$ cat src/rtl/impact_pixel_hit_mapper_core_assert.svh
// Assertion macros for the pixel hit mapper.
// Depends on signals named clk and rst_n in the module that uses them.
`ifndef IMPACT_PIXEL_HIT_MAPPER_CORE_ASSERT_SVH
`define IMPACT_PIXEL_HIT_MAPPER_CORE_ASSERT_SVH
`ifndef SYNTH
`define IHM_ASSERT(lbl, prop, msg) \
    lbl: assert property (@(posedge clk) disable iff (!rst_n) (prop)) else $error(msg);
`define IHM_ASSERT_NEXT(lbl, pre, post, msg) \
    lbl: assert property (@(posedge clk) disable iff (!rst_n) (pre) |=> (post)) else $error(msg);
`else
`define IHM_ASSERT(lbl, prop, msg)
`define IHM_ASSERT_NEXT(lbl, pre, post, msg)
`endif
`endif

$ cat src/rtl/ihm_pkg.sv
// Shared types, codes and helpers of the pixel hit mapper.
// No dependencies; imported by every module of the block.
`timescale 1ns / 1ps

package ihm_pkg;

    // Input command codes
    localparam logic CMD_LOAD   = 1'b0;
    localparam logic CMD_IMPACT = 1'b1;

    // Configuration register indexes
    localparam int CFG_IDX_W = 2;
    localparam logic [CFG_IDX_W-1:0] CFG_DET_OFFSET_X = 2'd0;
    localparam logic [CFG_IDX_W-1:0] CFG_DET_OFFSET_Y = 2'd1;
    localparam logic [CFG_IDX_W-1:0] CFG_PIXEL_COUNT  = 2'd2;

    // Queue depths
    localparam int MID_DEPTH = 2;
    localparam int OUT_DEPTH = 4;

    typedef enum logic {
        OP_LOAD,
        OP_IMPACT
    } op_t;

    typedef struct packed {
        logic               cmd;
        logic [9:0]         pixel_index;
        logic signed [31:0] pos_x;
        logic signed [31:0] pos_y;
        logic [30:0]        pix_width;
        logic [30:0]        pix_height;
        logic [63:0]        time_stamp;
        logic [31:0]        energy_raw;
        logic [31:0]        photon_id;
        logic [31:0]        source_id;
    } item_t;

    typedef struct packed {
        logic               hit;
        logic [9:0]         hit_pixel;
        logic signed [31:0] rel_x;
        logic signed [31:0] rel_y;
        logic signed [31:0] det_x;
        logic signed [31:0] det_y;
        logic [63:0]        out_time;
        logic [31:0]        out_energy;
        logic [31:0]        out_photon;
        logic [31:0]        out_source;
        logic               last;
        logic               overflow;
    } result_t;

    // One classified beat from front to back: a table write or an impact.
    // For a load pos_x/pos_y hold the sign-extended centre, for an impact
    // the point in the detector frame at full precision.
    typedef struct packed {
        op_t                op;
        logic [9:0]         index;
        logic signed [32:0] pos_x;
        logic signed [32:0] pos_y;
        logic [30:0]        pix_w;
        logic [30:0]        pix_h;
        logic [10:0]        scan_len;
        logic [63:0]        time_stamp;
        logic [31:0]        energy;
        logic [31:0]        photon;
        logic [31:0]        source;
    } work_t;

    // Clamp a 34-bit signed value to the 32-bit signed range
    function automatic logic [31:0] sat32(input logic [33:0] v);
        if (v[33:31] == 3'b000 || v[33:31] == 3'b111)
        begin
            return v[31:0];
        end
        else if (v[33])
        begin
            return 32'h8000_0000;
        end
        else
        begin
            return 32'h7FFF_FFFF;
        end
    endfunction

endpackage

$ cat src/rtl/ihm_fifo.sv
// Small register queue used between front and back and on the result side.
// Depends on ihm_pkg for nothing but the house import.
`timescale 1ns / 1ps

module ihm_fifo
    import ihm_pkg::*;
#(
    parameter type data_t = logic,
    parameter int  DEPTH  = 2
)
(
    input  logic  clk,
    input  logic  rst_n,
    input  data_t wr_data,
    input  logic  wr_en,
    output logic  full,
    output data_t rd_data,
    input  logic  rd_en,
    output logic  empty
);

    localparam int PW = (DEPTH > 1) ? $clog2(DEPTH) : 1;
    localparam int CW = $clog2(DEPTH + 1);

    data_t         slot_reg [DEPTH];
    logic [PW-1:0] wr_ptr_reg;
    logic [PW-1:0] rd_ptr_reg;
    logic [CW-1:0] count_reg;
    logic          do_wr;
    logic          do_rd;

    assign full    = (count_reg == CW'(DEPTH));
    assign empty   = (count_reg == '0);
    assign do_wr   = wr_en && !full;
    assign do_rd   = rd_en && !empty;
    assign rd_data = slot_reg[rd_ptr_reg];

    // Advance pointers and occupancy
    always_ff @(posedge clk or negedge rst_n)
    begin
        if (!rst_n)
        begin
            wr_ptr_reg <= '0;
            rd_ptr_reg <= '0;
            count_reg  <= '0;
        end
        else
        begin
            if (do_wr)
            begin
                wr_ptr_reg <= (wr_ptr_reg == PW'(DEPTH - 1)) ? '0 : wr_ptr_reg + PW'(1);
            end
            if (do_rd)
            begin
                rd_ptr_reg <= (rd_ptr_reg == PW'(DEPTH - 1)) ? '0 : rd_ptr_reg + PW'(1);
            end
            if (do_wr && !do_rd)
            begin
                count_reg <= count_reg + CW'(1);
            end
            else if (do_rd && !do_wr)
            begin
                count_reg <= count_reg - CW'(1);
            end
        end
    end

    // Store the incoming beat
    always_ff @(posedge clk)
    begin
        if (do_wr)
        begin
            slot_reg[wr_ptr_reg] <= wr_data;
        end
    end

endmodule

$ cat config.mk
export PLATFORM = sky130hd
export DESIGN_NAME = ihm_fifo
export DESIGN_NICKNAME = d
export VERILOG_FILES = /design/src/rtl/impact_pixel_hit_mapper_core_assert.svh /design/src/rtl/ihm_pkg.sv /design/src/rtl/ihm_fifo.sv
export SDC_FILE = /design/constraint.sdc
export NUM_CORES = 1
export LEC_CHECK = 0
export BUFFER_PORTS_ARGS = -buffer_cell sky130_fd_sc_hd__buf_2
export CORE_AREA = 2 2 39 41
export DETAILED_ROUTE_END_ITERATION = 10
export DIE_AREA = 0 0 41 43
export HOLD_SLACK_MARGIN = 0.12
export PLACE_DENSITY = 0.35
export SLEW_MARGIN = 20
export SYNTH_ARGS = -nofsm -noshare
export SYNTH_HDL_FRONTEND = slang
export SYNTH_SLANG_ARGS = --single-unit
$ cat constraint.sdc
create_clock -name clk -period 4.3 [get_ports clk]
set_input_delay 0.645 -clock clk [delete_from_list [all_inputs] [get_ports clk]]
set_output_delay 0.645 -clock clk [all_outputs]
set_load 0.03 [all_outputs]
==> flow_summary.yaml <==
cts:
  cts.htree.levels: 1
  holdBufCountCts: 0
  clockBufferDepth: 2
  cts-buffers-inserted: 3
  cts_tree: "built"
  cts_resized: 0
  insertion_delay_ps: 240
  clkTransAtPathRegs_ps: 50
  numClockSinks: 6
  cts_setup_buffers: 0
  clockRootBuffer: "clkbuf_4"
die:
  coreArea_um2: 1380
  die_area_um2: 1760
  start_util_pct: 19.3
  fp-row-count: 14
  die_h_um: 43
  io_pins: 8
  die_w_um: 41
yosys:
  syn_inst: 22
  synth_seq_cells: 6
  yosys.cell_types.count: 12
  yosys_warnings: 0
  seq_area_frac_synth_pct: 59.8
  syn_nets: 28
  avgSynthCellArea_um2: 12.2
  syn-cell-area_um2: 268
sta:
  hold_viol_final: 0
  min_period_over_period_pct: 40.9
  fmax_mhz: 568
  final_max_slew_viol_count: 0
  fin_ws_ps: 2540
  rsz0062_at_grt: "false"
  finalHoldWorstSlack_ps: 199
  slew-limit-headroom_pct: 86.7
  worst_slew_pin_slew_ps: 198
  setup_violations: 0
  setup_tns_ps: 0
  skew_ps: 0.815
  period_needed_ps: 1760
worst_hold_path:
  min_path_type: "in2async"
grt:
  grt-ovfl-total: 0
  antenna_found_initial: 0
  first_global_vias: 217
  grt.total_usage_pct: 8.60
  grt_max_degree: 6
  grt_pass1_wl_um: 903
finish:
  syn2layout_area_growth_pct: 30.4
  num-fill-cells: 149
  mostFrequentLayoutCells: "buf_2 (7), dfrtp_1 (4), nor2_1 (3), xnor2_1 (3), clkbuf_4 (3)"
  stdcell_count: 49
  diodes: 0
  final_common_cell: "buf_2"
  layout-drive-gt1-share_pct: 33.3
  fin_nets: 40
critical_path:
  max_stage_delay_ps: 360
  cp-start-kind: "flip-flop"
  worst_r2r_path_depth: 6
  rrSetupSlack_ps: 2800
  path_class: "reg2out"
  critPathMaxFanout: 2
  end_kind: "output pin"
  path_cells: "mux2_2, buf_2"
  cp_data_required_time_ps: 3650
  slowest_stage: "dfrtp_1"
  cp.arrival_ps: 1120
route:
  remaining_drc_errors: 0
  ant_nets: 0
  post_drt_wl_per_cell_um: 9.39
  wl_met1_um: 177
  met2_length_um: 222
  top_layer: "met4"
  num_vias: 193
  wl_met3_um: 38
  wl_um: 460
  vias_per_cell: 3.94
  drtIter0Drc: 6
  detail_route.first_pass.iterations: 4
placement:
  pre_cts_slack_ps: 2680
  port-buffer-count: 7
  gp_congestion: 0.658
  dp_cells: 45
power_and_ir_drop:
  ir_worst_vdd_mv: 0.237
  cellLeakagePower_nw: 0.170
  power_mw: 0.282
  power.density_nw_per_um2: 807
run:
  cap_violations: 0
outcome:
  outcome: "completed"
-- metal layers --
| metal | GRT usage [%] | up-vias |
|---|---|---|
| met5 | 0 | - |
| met3 | 6.28 | 4 |
| met1 | 8.58 | 88 |
| met2 | 10.9 | 8 |
| li1 | - | 93 |
| met4 | 8.00 | 0 |
-- cells in the mapped netlist --
cell type	instances	area share, %
nand2_1	1	1.4
xnor2_1	3	9.8
and3_1	1	2.3
nand2b_1	1	2.3
nor2_1	3	4.2
inv_1	2	2.8
edfxtp_1	2	22
dfrtp_1	4	37
o21ai_1	1	1.9
mux2_2	1	4.2
xor2_1	2	6.5
ha_1	1	4.7
-- area by class of cell --
cell class / count / area, µm² / area share (%)
flip-flops and latches: 6 / 160 / 45.9
multi-input cells: 14 / 100 / 28.7
repair buffers: 7 / 35.0 / 10.0
clock buffers: 4 / 26.3 / 7.53
well taps: 16 / 20.0 / 5.73
inverters: 2 / 7.51 / 2.15
-- metrics by stage --
step / area [µm²] / util (%)
6_report: 349 / 25.2
3_3_place_gp: 323 / 23.3
4_1_cts: 349 / 25.2
2_1_floorplan: 268 / -
5_1_grt: 349 / 25.2
3_5_place_dp: 323 / 23.3
-- logic make-up after synthesis --
family / count (synthesis) / synth area share (%)
simple gates: 6 / 10.3
compound gates: 1 / 1.87
buf+inv: 2 / 2.80
mux: 1 / 4.21
flops: 6 / 59.8
xor+xnor: 5 / 16.4
fa+ha+maj: 1 / 4.67
-- report_power, final --
group	internal, mW	switching (mW)	total [mW]
clock network	0.0352	0.0217	0.0569
registers	0.0858	0.0215	0.107
logic	0.0506	0.0670	0.118
total	0.172	0.110	0.282
-- worst paths after layout --
path,endpoint,from
worst max register to register,count_reg[1],count_reg[0]
worst max-delay path,rd_data,rd_ptr_reg
worst min register to register,rd_ptr_reg,rd_ptr_reg
worst min-delay path,rd_ptr_reg,rst_n
min in group clk,rd_ptr_reg,rd_ptr_reg
max in group asynchronous,count_reg[1],rst_n
-- critical path: cells and delay by family (launching register included) --
family   cells  cell delay [ps]
buf+inv      1              170
flops        1              360
mux          1              330
No activity file was read; power rests on OpenSTA's default activity.
