### src/rtl/impact_pixel_hit_mapper_core_assert.svh
// Assertion macros for the pixel hit mapper.
// Depends on signals named clk and rst_n in the module that uses them.
`ifndef IMPACT_PIXEL_HIT_MAPPER_CORE_ASSERT_SVH
`define IMPACT_PIXEL_HIT_MAPPER_CORE_ASSERT_SVH
`ifndef SYNTH
`define IHM_ASSERT(lbl, prop, msg) \
    lbl: assert property (@(posedge clk) disable iff (!rst_n) (prop)) else $error(msg);
`define IHM_ASSERT_NEXT(lbl, pre, post, msg) \
    lbl: assert property (@(posedge clk) disable iff (!rst_n) (pre) |=> (post)) else $error(msg);
`else
`define IHM_ASSERT(lbl, prop, msg)
`define IHM_ASSERT_NEXT(lbl, pre, post, msg)
`endif
`endif

### src/rtl/ihm_pkg.sv
// Shared types, codes and helpers of the pixel hit mapper.
// No dependencies; imported by every module of the block.
`timescale 1ns / 1ps

package ihm_pkg;

    // Input command codes
    localparam logic CMD_LOAD   = 1'b0;
    localparam logic CMD_IMPACT = 1'b1;

    // Configuration register indexes
    localparam int CFG_IDX_W = 2;
    localparam logic [CFG_IDX_W-1:0] CFG_DET_OFFSET_X = 2'd0;
    localparam logic [CFG_IDX_W-1:0] CFG_DET_OFFSET_Y = 2'd1;
    localparam logic [CFG_IDX_W-1:0] CFG_PIXEL_COUNT  = 2'd2;

    // Queue depths
    localparam int MID_DEPTH = 2;
    localparam int OUT_DEPTH = 4;

    typedef enum logic {
        OP_LOAD,
        OP_IMPACT
    } op_t;

    typedef struct packed {
        logic               cmd;
        logic [9:0]         pixel_index;
        logic signed [31:0] pos_x;
        logic signed [31:0] pos_y;
        logic [30:0]        pix_width;
        logic [30:0]        pix_height;
        logic [63:0]        time_stamp;
        logic [31:0]        energy_raw;
        logic [31:0]        photon_id;
        logic [31:0]        source_id;
    } item_t;

    typedef struct packed {
        logic               hit;
        logic [9:0]         hit_pixel;
        logic signed [31:0] rel_x;
        logic signed [31:0] rel_y;
        logic signed [31:0] det_x;
        logic signed [31:0] det_y;
        logic [63:0]        out_time;
        logic [31:0]        out_energy;
        logic [31:0]        out_photon;
        logic [31:0]        out_source;
        logic               last;
        logic               overflow;
    } result_t;

    // One classified beat from front to back: a table write or an impact.
    // For a load pos_x/pos_y hold the sign-extended centre, for an impact
    // the point in the detector frame at full precision.
    typedef struct packed {
        op_t                op;
        logic [9:0]         index;
        logic signed [32:0] pos_x;
        logic signed [32:0] pos_y;
        logic [30:0]        pix_w;
        logic [30:0]        pix_h;
        logic [10:0]        scan_len;
        logic [63:0]        time_stamp;
        logic [31:0]        energy;
        logic [31:0]        photon;
        logic [31:0]        source;
    } work_t;

    // Clamp a 34-bit signed value to the 32-bit signed range
    function automatic logic [31:0] sat32(input logic [33:0] v);
        if (v[33:31] == 3'b000 || v[33:31] == 3'b111)
        begin
            return v[31:0];
        end
        else if (v[33])
        begin
            return 32'h8000_0000;
        end
        else
        begin
            return 32'h7FFF_FFFF;
        end
    endfunction

endpackage

### src/rtl/ihm_front.sv
// Front end: configuration registers, input acceptance and classification.
// Depends on ihm_pkg; feeds classified work beats to the middle queue.
`timescale 1ns / 1ps

module ihm_front
    import ihm_pkg::*;
#(
    parameter int NUM_PIXELS = 1024
)
(
    input  logic                 clk,
    input  logic                 rst_n,
    input  logic                 cfg_wr,
    input  logic [CFG_IDX_W-1:0] cfg_idx,
    input  logic [31:0]          cfg_data,
    input  item_t                item,
    input  logic                 push,
    output logic                 full,
    output work_t                work,
    output logic                 work_push,
    input  logic                 work_full
);

    logic signed [31:0] off_x_reg;
    logic signed [31:0] off_y_reg;
    logic [10:0]        pixel_count_reg;
    logic               accept;
    logic               index_ok;
    logic [10:0]        scan_len;

    // Hold configuration
    always_ff @(posedge clk or negedge rst_n)
    begin
        if (!rst_n)
        begin
            off_x_reg       <= '0;
            off_y_reg       <= '0;
            pixel_count_reg <= '0;
        end
        else if (cfg_wr)
        begin
            case (cfg_idx)
                CFG_DET_OFFSET_X: off_x_reg       <= cfg_data;
                CFG_DET_OFFSET_Y: off_y_reg       <= cfg_data;
                CFG_PIXEL_COUNT:  pixel_count_reg <= cfg_data[10:0];
                default:          ;
            endcase
        end
    end

    assign full     = work_full;
    assign accept   = push && !full;
    assign index_ok = (32'(item.pixel_index) < 32'(NUM_PIXELS));
    assign scan_len = (32'(pixel_count_reg) > 32'(NUM_PIXELS)) ? 11'(NUM_PIXELS)
                                                              : pixel_count_reg;

    // Classify the beat: drop loads beyond the table, shift impacts
    always_comb
    begin
        work            = '0;
        work.index      = item.pixel_index;
        work.pix_w      = item.pix_width;
        work.pix_h      = item.pix_height;
        work.scan_len   = scan_len;
        work.time_stamp = item.time_stamp;
        work.energy     = item.energy_raw;
        work.photon     = item.photon_id;
        work.source     = item.source_id;
        if (item.cmd == CMD_LOAD)
        begin
            work.op    = OP_LOAD;
            work.pos_x = {item.pos_x[31], item.pos_x};
            work.pos_y = {item.pos_y[31], item.pos_y};
            work_push  = accept && index_ok;
        end
        else
        begin
            work.op    = OP_IMPACT;
            work.pos_x = {item.pos_x[31], item.pos_x} - {off_x_reg[31], off_x_reg};
            work.pos_y = {item.pos_y[31], item.pos_y} - {off_y_reg[31], off_y_reg};
            work_push  = accept;
        end
    end

endmodule

### config.mk
export PLATFORM = sky130hd
export DESIGN_NAME = ihm_front
export DESIGN_NICKNAME = d
export VERILOG_FILES = /design/src/rtl/impact_pixel_hit_mapper_core_assert.svh /design/src/rtl/ihm_pkg.sv /design/src/rtl/ihm_front.sv
export SDC_FILE = /design/constraint.sdc
export NUM_CORES = 1
export LEC_CHECK = 0
export BUFFER_PORTS_ARGS = -buffer_cell sky130_fd_sc_hd__buf_2
export CAP_MARGIN = 20
export CORE_AREA = 5 5 248 250
export CTS_CLUSTER_DIAMETER = 60
export DETAILED_ROUTE_END_ITERATION = 8
export DIE_AREA = 0 0 253 255
export GPL_TIMING_DRIVEN = 0
export PLACE_DENSITY = 0.4
export SLEW_MARGIN = 30
export SYNTH_ARGS = -nofsm -noshare
export SYNTH_HDL_FRONTEND = slang
export SYNTH_SLANG_ARGS = --single-unit
### constraint.sdc
create_clock -name clk -period 2.5 [get_ports clk]
set_input_delay 0.25 -clock clk [delete_from_list [all_inputs] [get_ports clk]]
set_output_delay 0.25 -clock clk [all_outputs]
set_load 0.03 [all_outputs]
==> results.md, run 1 <==
* Nets at 1989
* Vias in the first global route at 9440
* Max_cap viols at 0
* CP startpoint kind: register
* Final period util at 130.2%
* DR vias/cell at 3.904
* Most Frequent Cell on Critical Path: a2111oi_4
* Register area share after synthesis at 20.45%
* Slowest cell on crit path: a2111oi_4
* Pre-CTS setup slack at -0.8689 ns
* Fin cells at 2370
* Outcome: finished, violations left
* Initial DRT Pass Iterations at 4
* Gate power share at 70.7%
* CP cell instances: ha_4, fa_2, nand2b_4, a21oi_2, o311a_4, a2111oi_4, nor2_4, a21bo_4, a2111oi_4, o31ai_4, buf_6
* Row cnt at 89
* Die area at 64520 sq um
* Post-synth EDFFs at 0
* Int Power at 5.194 mW
* Pwr Total at 9.680 mW
* Kind of critical path: reg2out
* Clk_lat worst skew at 0.35 ns
* Layout cell share with drive strength beyond 1 at 63.63%
* First DRT Iteration DRCs at 317
* Cell Pwr Density at 655.2 nW/um^2
* GR Overflow Total at 0
* Die width at 253 um
* Multi-input gate area at 6407 sq um
* Commonest non-fill, non-tap cell in the layout: buf_2
* Reg area at 1877 sq um
* Synth warn at 0
* Placed Instances at 2298
* Residual DRC at 0
* I/O Pins at 648
* Longest Clk Path Bufs at 2
* Area leader, netlist: dfrtp_1
* Top Family by Delay on Critical Path: compound AO/OA/AOI/OAI gates
* Largest stage delay, worst path at 0.40 ns
* Starting density of the core at 15.61%
* Chip Height at 255 um
* Largest cells by area after synthesis: dfrtp_1 20%, buf_4 19%, mux2_2 11%
* Core area at 58800 sq um
* GPL Wtd Cong at 0.8582
* H-tree Lvls at 3
* Fmax at 307.1 MHz
* Tmin final at 3.256 ns
* Clk sinks at 75
* Endpoints failing setup at 54
* Number of port buffers at 414
* Switching part of the total at 46.35%
* Syn Nets at 1510
* Syn Std Cell Area at 9179 sq um
* Clock Tree Root: clkbuf_16
* Clock power share at 13.4%
* Clock transition at the registers of the reported paths at 0.06 ns
* Worst hold path class: in2reg
* Seq pwr share at 15.8%
* Fraction of registers with async set/reset at 100.0%
* Tightest Pin Transition at 0.8353 ns
* Syn_area_per_cell at 8.284 sq um
* Post-route worst setup slack at -0.7559 ns
* Routed Antenna Nets at 0
* Final Max Slew Viols at 0
* Largest net degree at the start of global routing at 41
* Via count at 9253
* Buf/Inv on CP at 1
* Global-route wire length before repair at 61440 um
* Fin. Hold Viols at 0
* Failing checks: negative setup slack
* Worst EP arrival at 3.01 ns
* Hpwl dp at 39150 um
* Synth Instances at 1108
* TritonCTS clock tree: built
* GR Util All Layers at 12.72%
* Top cell type's share of synthesized area at 20.45%
* Req. time, crit path at 2.25 ns
* Design Area, Final at 14770 sq um
* Antenna violations before repair at 7
* Leak at 7.121 nW
* Worst clock skew at 0 ns
* Worst Setup End Kind: output port
* Max VDD drop at 0.0002739 V
* Inserted Clock Buffers at 9
* RSZ-0062 raised after global routing: yes
* Commonest cells after routing, fill and taps aside: 357 x buf_2, 277 x buf_4, 80 x nand2_1
* Layout fillers at 6430
* Routed WL per cell at 19.16 um
* Net Sw Power at 4.486 mW
* Worst-path fanout max at 4
* Seq cells post-synth at 75
* Area Overhead vs Synth at 60.95%
* Distinct cell type count after synthesis at 76
* Final wirelength at 45420 um
* Main synth FF type: dfrtp_1
* Max_slew headroom at 44.31%
* Post-DP Area at 12570 sq um
-- logic make-up (layout without fill, tap and decap cells) --
logic type | count (synthesis) | count (layout) | share of synthesized area, %
xor gates and xnor gates | 51 | 51 | 4.866
buffers and inverters | 358 | 842 | 24.40
DFF | 75 | 75 | 20.45
adders and majority gates | 66 | 66 | 9.160
and+or+nand+nor | 216 | 216 | 11.12
AOI/OAI and AO/OA | 252 | 252 | 19.00
other | 0 | 5 | 0
muxes | 90 | 90 | 11.00
-- cells in the mapped netlist (all sizes together), types with 7 or more instances --
cell type and count:
clkbuf 37, a31oi 12, nor2 42, xor2 14, nor2b 20, o21a 7
nand4 9, a21o 32, dfrtp 75, o21ai 71, xnor2 37, a211oi 7
a21oi 73, mux2 87, o21bai 9, a2111oi 7, nand3 15, inv 83
nand2 86, buf 237, ha 64, nand2b 15
-- what timing repair did --
action                                  CTS  global route
pin swaps                                76            57
endpoints found under the setup margin   55            58
hold endpoints to repair                 39             0
hold buffers                              1             0
gates resized for setup                 249           109
setup buffers                            28            30
-- metal layers --
layer	wire length (um)	global-route usage (%)
met1	17400	14.64
met3	2444	2.256
met4	896	3.332
met2	24660	24.24
met5	13	0
-- power groups by stage --
stage	combinational [mW]	clock, mW	sequential (mW)
3_3_place_gp	5.37	0	1.54
3_5_place_dp	5.39	0	1.55
5_1_grt	7.36	1.41	1.56
6_report	6.85	1.30	1.53
4_1_cts	6.38	1.36	1.53
2_1_floorplan	3.93	0	1.52
-- cell type report --
type | count | area share [%]
well taps | 773 | 6.547
clock inverters | 7 | 0.4319
diodes | 5 | 0.08470
repair buffers | 474 | 20.17
inverters | 84 | 2.134
flip-flops and latches | 75 | 12.70
plain buffers | 268 | 13.03
multi-input cells | 675 | 43.37
clock buffers | 9 | 1.525
-- path summary, 6_finish.rpt --
check	start	end	slack (ns)	cells after the start
setup / recovery	off_x_reg[0]$_DFFE_PN0P_	work[296]	-0.76	11
hold / removal	cfg_data[23]	off_x_reg[23]$_DFFE_PN0P_	0.15	3
setup reg to reg	pixel_count_reg[10]$_DFFE_PN0P_	pixel_count_reg[10]$_DFFE_PN0P_	1.43	2
hold reg to reg	pixel_count_reg[3]$_DFFE_PN0P_	pixel_count_reg[3]$_DFFE_PN0P_	0.50	1
max in group asynchronous	rst_n	off_y_reg[27]$_DFFE_PN0P_	1.57	3
min in group asynchronous	rst_n	off_y_reg[0]$_DFFE_PN0P_	0.36	2
-- per-stage QoR --
stage	setup TNS (ns)	hold WS, ns	util [%]
2_1_floorplan	-0.3071	-0.04559	-
3_3_place_gp	-24.98	0.4832	21.25
3_5_place_dp	-18.54	0.1898	21.38
4_1_cts	-28.77	0.1200	23.90
5_1_grt	-33.72	0.1411	25.12
6_report	-26.83	0.1465	25.13
-- worst reg2reg max path, delay by kind of cell (launching register included) --
kind	cells	cell delay, ns
multiplexers	1	0.33
flip-flops	1	0.40
buffers and inverters	1	0.24
Note: power is estimated with default switching activity, not from simulation.
==> inputs of run 2 (changes only) <==
- CELL_PAD_IN_SITES_DETAIL_PLACEMENT: unset -> 0
- CELL_PAD_IN_SITES_GLOBAL_PLACEMENT: unset -> 1
- CORE_AREA: 5 5 248 250 -> 5 5 252 254
- DIE_AREA: 0 0 253 255 -> 0 0 257 259
- GPL_ROUTABILITY_DRIVEN: unset -> 1
- PLACE_DENSITY: 0.4 -> 0.52
- clock period: 2.5 -> 2.8 ns (I/O delays scaled with it)
==> run 2 against run 1 <==
Compared with the run above:
- the flow still finishes with violations (negative setup slack)
- register-to-register slack lost 1.3 ns
- largest power group unchanged
- worst hold slack gained 0.016 ns
- via count grew 1.1%
- worst setup slack gained 0.32 ns
- total power shrank 12%
- critical endpoint is now work[288]
==> results.md, run 2 (synthesis results as in run 1) <==
* Die width at 257 um (+1.6%)
* Clock Tree Root: clkbuf_16
* I/O Pins at 648 (unchanged)
* Worst clock skew at 0 ns (unchanged)
* GR Util All Layers at 12.53% (-0.19 points)
* Row cnt at 91 (+2.2%)
* DR vias/cell at 3.912 (+0.20%)
* Die area at 66560 sq um (+3.2%)
* Leak at 7.051 nW (-0.98%)
* Vias in the first global route at 9727 (+3.0%)
* Post-DP Area at 12340 sq um (-1.8%)
* Layout fillers at 6724 (+4.6%)
* CP startpoint kind: register
* Pwr Total at 8.532 mW (-12%)
* Nets at 1997 (+0.40%)
* First DRT Iteration DRCs at 234 (-26%)
* R2R setup slack at 0.14 ns (-1.29 ns)
* Buf/Inv on CP at 2 (+1)
* Largest net degree at the start of global routing at 56 (+37%)
* H-tree Lvls at 3 (unchanged)
* Placed Instances at 2314 (+0.70%)
* Max_slew headroom at 50.56% (+6.2 points)
* Commonest non-fill, non-tap cell in the layout: buf_2
* Cell Pwr Density at 583.6 nW/um^2 (-11%)
* Failing checks: negative setup slack
* TritonCTS clock tree: built
* Max VDD drop at 0.0002139 V (-22%)
* Fin cells at 2391 (+0.89%)
* GR Overflow Total at 0 (unchanged)
* Outcome: finished, violations left
* Post-route worst setup slack at -0.4397 ns (+0.3161 ns)
* Fmax at 308.7 MHz
* Slowest cell on crit path: dfrtp_1
* Worst EP arrival at 2.96 ns (-0.05 ns)
* Reg area at 1877 sq um (unchanged)
* Worst hold path class: in2reg
* Global-route wire length before repair at 63360 um (+3.1%)
* Worst Setup End Kind: output port
* Hpwl dp at 38840 um (-0.80%)
* Layout cell share with drive strength beyond 1 at 62.81% (-0.82 points)
* Top Family by Delay on Critical Path: compound AO/OA/AOI/OAI gates
* Antenna violations before repair at 7 (unchanged)
* Multi-input gate area at 6227 sq um (-2.8%)
* Clk sinks at 75 (unchanged)
* Longest Clk Path Bufs at 2 (unchanged)
* Chip Height at 259 um (+1.6%)
* Tmin final at 3.240 ns
* Largest stage delay, worst path at 0.38 ns (-0.02 ns)
* Clk_lat worst skew at 0.35 ns (about the same)
* Commonest cells after routing, fill and taps aside: 364 x buf_2, 292 x buf_4, 82 x nand2_1
* Req. time, crit path at 2.52 ns (+0.27 ns)
* Inserted Clock Buffers at 9 (unchanged)
* RSZ-0062 raised after global routing: yes
* Endpoints failing setup at 45 (-17%)
* Kind of critical path: reg2out
* Initial DRT Pass Iterations at 4 (unchanged)
* Starting density of the core at 15.04% (-0.57 points)
* Max_cap viols at 0 (unchanged)
* Tightest Pin Transition at 0.7416 ns (-0.09375 ns)
* Number of port buffers at 414 (unchanged)
* CP cell instances: ha_4, fa_2, nand2b_4, a21oi_4, o311a_4, a211oi_4, o211ai_4, buf_4, a21oi_2, xnor2_1, mux2_4, buf_6
* Core area at 61030 sq um (+3.8%)
* GPL Wtd Cong at 0.8195 (-4.5%)
* Area Overhead vs Synth at 59.30%
* Worst-path fanout max at 5 (+1)
* Routed WL per cell at 18.89 um (-1.4%)
* Tightest hold margin at 0.1630 ns (+0.01645 ns)
* Routed Antenna Nets at 0 (unchanged)
* Fin. Hold Viols at 0 (unchanged)
* Final wirelength at 45170 um (-0.56%)
* Design Area, Final at 14620 sq um (-1.0%)
* Pre-CTS setup slack at -0.6678 ns (+0.2011 ns)
* Clock transition at the registers of the reported paths at 0.06 ns (about the same)
* Via count at 9354 (+1.1%)
* Residual DRC at 0 (unchanged)
* Final Max Slew Viols at 0 (unchanged)
* Final period util at 115.7%
run 2: cell types whose count changed in the layout (fill, tap and decap cells not counted), moves of 4 or more:
cell | before | now
buf_2 | 357 | 364
buf_4 | 277 | 292
mux2_4 | 35 | 26
buf_6 | 71 | 60
diode_2 | 5 | 1
mux2_2 | 52 | 61
run 2: routing by layer:
metal	GRT usage (%)	wire length, um	share of wire (%)
met5	0	48	0.11
met4	4.011	1234	2.7
met3	2.578	2692	6.0
met2	24.43	24550	54
met1	13.43	16640	37
run 2: timing repair:
item | 4_1_cts | 5_1_grt
setup buffers | 51 | 28
endpoints found under the hold margin | 20 | 0
resized for setup | 264 | 86
setup endpoints to repair | 51 | 53
pin swaps | 70 | 46
hold buffers | 1 | 0
run 2: layout make-up:
type,count,area share [%]
sequential,75,12.84
multi-input combinational,675,42.59
tap,790,6.760
antenna,1,0.01711
timing repair buffer,486,20.59
clock buffer,10,1.566
clock inverter,6,0.4878
inverter,84,2.156
buffer,264,13.00
run 2: final timing paths:
check                                               start                        endpoint  depth (start not counted)
hold reg to reg            pixel_count_reg[2]$_DFFE_PN0P_  pixel_count_reg[2]$_DFFE_PN0P_                          1
hold / removal                               cfg_data[26]       off_x_reg[26]$_DFFE_PN0P_                          3
max in group asynchronous                           rst_n       off_x_reg[21]$_DFFE_PN0P_                          3
setup / recovery                 off_x_reg[0]$_DFFE_PN0P_                       work[288]                         12
min in group asynchronous                           rst_n        off_x_reg[1]$_DFFE_PN0P_                          2
setup reg to reg                 off_x_reg[1]$_DFFE_PN0P_        off_x_reg[1]$_DFFE_PN0P_                         20
run 2: power breakdown:
part / leakage (nW) / internal, mW / switching, mW
Combinational: 6.01 / 2.64 / 3.34
Sequential: 0.902 / 1.28 / 0.0876
Clock: 0.140 / 0.700 / 0.490
run 2: stage by stage:
step | util, % | TNS [ns]
after floorplan | - | -0.1115
after global placement | 20.13 | -14.73
after detailed placement | 20.22 | -13.22
after CTS | 23.17 | -15.42
after global routing | 23.96 | -19.23
final | 23.96 | -13.45
run 2: worst reg2reg max path, cell delays in order (launching register included):
cell and delay, ns:
dfrtp_1 0.39, inv_2 0.08, buf_6 0.12, buf_6 0.10, buf_4 0.12, buf_4 0.12
buf_4 0.12, buf_4 0.12, buf_4 0.12, buf_4 0.12, buf_4 0.12, buf_4 0.12
buf_4 0.12, buf_4 0.12, buf_6 0.11, buf_6 0.10, buf_6 0.10, buf_6 0.10
buf_6 0.10, buf_6 0.10, o21ai_2 0.10
==> inputs of run 3 (changes only) <==
- CORE_AREA: 5 5 252 254 -> 2 2 249 251
- DIE_AREA: 0 0 257 259 -> 0 0 251 253
- SLEW_MARGIN: 30 -> 20
==> run 3 against run 2 <==
Compared with the run above:
- the run still ends with negative setup slack left
- clock power rose by 13%
- core utilization fell by 0.24 points
- critical path depth stayed put
- sequential power about the same
- maximum frequency fell by 2.1%
- sequential share of layout area is 0.13 points higher
- total power rose by 0.60%
- die area is 4.6% lower
- critical endpoint is now work[263]
- largest cell class unchanged
- highest routed layer unchanged
==> results.md, run 3 (synthesis results as in run 1) <==
* Worst EP arrival at 3.03 ns (+0.07 ns)
* I/O Pins at 648 (unchanged)
* Int Power at 4.715 mW (+2.1%)
* Post-DP Area at 12350 sq um (about the same)
* Post-route worst setup slack at -0.5107 ns (-0.07091 ns)
* Largest stage delay, worst path at 0.41 ns (+0.03 ns)
* Global-route wire length before repair at 58570 um (-7.6%)
* Worst-path fanout max at 4 (-1)
* CP cell instances: ha_4, fa_2, nor2b_2, o21ai_2, a21oi_4, o2111ai_4, nand3_4, a31oi_4, buf_6, nor3_4, a311o_1, buf_6
* Placed Instances at 2315 (+0.043%)
* Largest net degree at the start of global routing at 44 (-21%)
* FF-to-FF End: pixel_count_reg[10]$_DFFE_PN0P_
* GPL Wtd Cong at 0.8346 (+1.8%)
* Max_cap viols at 0 (unchanged)
* Row cnt at 91 (unchanged)
* Design Area, Final at 14480 sq um (-0.99%)
* First DRT Iteration DRCs at 287 (+23%)
* Die area at 63500 sq um (-4.6%)
* Switching part of the total at 45.07% (-0.79 points)
* Max VDD drop at 0.0002549 V (+19%)
* Inserted Clock Buffers at 9 (unchanged)
* Gate power share at 68.4% (-1.6 points)
* Final Max Slew Viols at 0 (unchanged)
* R2R setup slack at 1.74 ns (+1.60 ns)
* Commonest cells after routing, fill and taps aside: 363 x buf_2, 273 x buf_4, 80 x nand2_1
* Worst Setup End Kind: output port
* Tmin final at 3.311 ns (+0.07091 ns)
* Met2 wire len at 23120 um (-5.8%)
* Clk sinks at 75 (unchanged)
* Worst clock skew at 0 ns (unchanged)
* RSZ-0062 raised after global routing: yes
* Pre-CTS setup slack at -0.6431 ns (+0.02473 ns)
* CP startpoint: off_y_reg[0]$_DFFE_PN0P_
* Most Frequent Cell on Critical Path: buf_6
* Vias in the first global route at 9185 (-5.6%)
* Layout cell share with drive strength beyond 1 at 61.33% (-1.5 points)
* Highest routed layer: met5
* Post-layout util at 23.72% (-0.24 points)
* Final period util at 118.2% (+2.5 points)
* Longest Clk Path Bufs at 2 (unchanged)
* Leak at 6.994 nW (-0.81%)
* Commonest non-fill, non-tap cell in the layout: buf_2
* Req. time, crit path at 2.52 ns (about the same)
* Core area at 61030 sq um (unchanged)
* Met1 wire length at 16780 um (+0.88%)
* Routed WL per cell at 18.26 um (-3.3%)
* Worst R2R Path Depth at 2 (-90%)
* Antenna violations before repair at 7 (unchanged)
* H-tree Lvls at 3 (unchanged)
* GR Util All Layers at 12.62% (+0.091 points)
* Fin. Hold Viols at 0 (unchanged)
* Fmax at 302.1 MHz (-2.1%)
* TritonCTS clock tree: built
* Clock Tree Root: clkbuf_16
* Number of port buffers at 414 (unchanged)
* Kind of critical path: reg2out
* Via count at 9228 (-1.3%)
* Cell Pwr Density at 592.9 nW/um^2 (+1.6%)
* Worst R2R Start: pixel_count_reg[10]$_DFFE_PN0P_
* Clk_lat worst skew at 0.35 ns (about the same)
* Net Sw Power at 3.868 mW (-1.1%)
* Tightest hold margin at 0.1588 ns (-0.004193 ns)
* Endpoints failing setup at 44 (-2.2%)
* Tightest Pin Transition at 0.8507 ns (+0.1092 ns)
* Layout fillers at 6710 (-0.21%)
* Met3 WL at 1904 um (-29%)
* Starting density of the core at 15.04% (unchanged)
* Residual DRC at 0 (unchanged)
* Chip Height at 253 um (-2.3%)
* CP startpoint kind: register
* Fin cells at 2371 (-0.84%)
* Failing checks: negative setup slack
* Outcome: finished, violations left
* Hpwl dp at 37230 um (-4.1%)
* GR Overflow Total at 0 (unchanged)
* Area Overhead vs Synth at 57.72%
* TNS Setup at -15.21 ns (-1.760 ns)
* Clock transition at the registers of the reported paths at 0.06 ns (about the same)
* Clock power share at 15.7% (+1.8 points)
* Seq pwr share at 15.9% (about the same)
* Initial DRT Pass Iterations at 4 (unchanged)
* Slowest cell on crit path: dfrtp_1
* DR vias/cell at 3.892 (-0.51%)
* Routed Antenna Nets at 0 (unchanged)
* CP Capture Point: work[263]
* Die width at 251 um (-2.3%)
* Final wirelength at 43290 um (-4.1%)
* Nets at 1977 (-1.0%)
* Pwr Total at 8.583 mW (+0.60%)
* Max_slew headroom at 43.28% (-7.3 points)
* Worst hold path class: in2reg
-- run 3: changes by cell type in the layout (fill, tap and decap cells not counted), moves of 3 or more --
cell and change:
mux2_2 -4, nand2_2 +3, clkbuf_1 +5, buf_6 -3, ha_1 +3, ha_2 -4, mux2_4 +4, a21oi_1 +7
a21oi_2 -8, buf_4 -19
-- run 3: power by group through the flow --
stage          sequential, mW  clock [mW]  combinational [mW]
6_report                 1.37        1.35                5.87
5_1_grt                  1.39        1.44                6.30
4_1_cts                  1.36        1.41                5.48
3_5_place_dp             1.38           0                4.68
3_3_place_gp             1.38           0                4.67
2_1_floorplan            1.35           0                3.38
-- run 3: cell type report --
cell class | instances | area (sq um) | share of cell area, %
Antenna cell | 1 | 2.502 | 0.01729
Buffer | 267 | 1909 | 13.19
Clock buffer | 10 | 229.0 | 1.582
Clock inverter | 6 | 112.6 | 0.7779
Inverter | 84 | 315.3 | 2.178
Multi-Input combinational cell | 675 | 6221 | 42.97
Sequential cell | 75 | 1877 | 12.96
Tap cell | 790 | 988.4 | 6.828
Timing Repair Buffer | 463 | 2821 | 19.49
-- run 3: metal layers --
layer  vias up  GRT usage [%]
met1      4360          13.93
met5         -              0
li1       4493              -
met3        53          2.087
met2       316          23.97
met4         6          4.915
-- run 3: worst min path at each step --
stage                                         startpoint                             end  slack (ns)  cells after the start
after detailed placement                           rst_n        off_x_reg[0]$_DFFE_PN0P_        0.27                      1
final                                       cfg_data[23]       off_x_reg[23]$_DFFE_PN0P_        0.16                      3
after CTS                                   cfg_data[23]       off_x_reg[23]$_DFFE_PN0P_        0.14                      3
after floorplan                                    rst_n        off_x_reg[0]$_DFFE_PN0P_       -0.02                      0
after global placement    pixel_count_reg[9]$_DFFE_PN0P_  pixel_count_reg[9]$_DFFE_PN0P_        0.48                      1
after global routing                        cfg_data[28]       off_x_reg[28]$_DFFE_PN0P_        0.16                      3
-- run 3: repair_timing --
action                                  4_1_cts  5_1_grt
gates resized for setup                     220      112
buffers inserted                             27       20
hold buffers                                  1        0
pin swaps                                    65       60
endpoints found under the setup margin       51       51
hold endpoints to repair                     32        0
-- run 3: worst max-delay path, delay by kind of cell, from the launching register on --
family,cells,cell delay [ns]
AO/OA/AOI/OAI,5,1.33
flip-flops,1,0.41
adder cells (fa/ha/maj),2,0.37
buffers and inverters,2,0.31
AND/OR/NAND/NOR,3,0.25
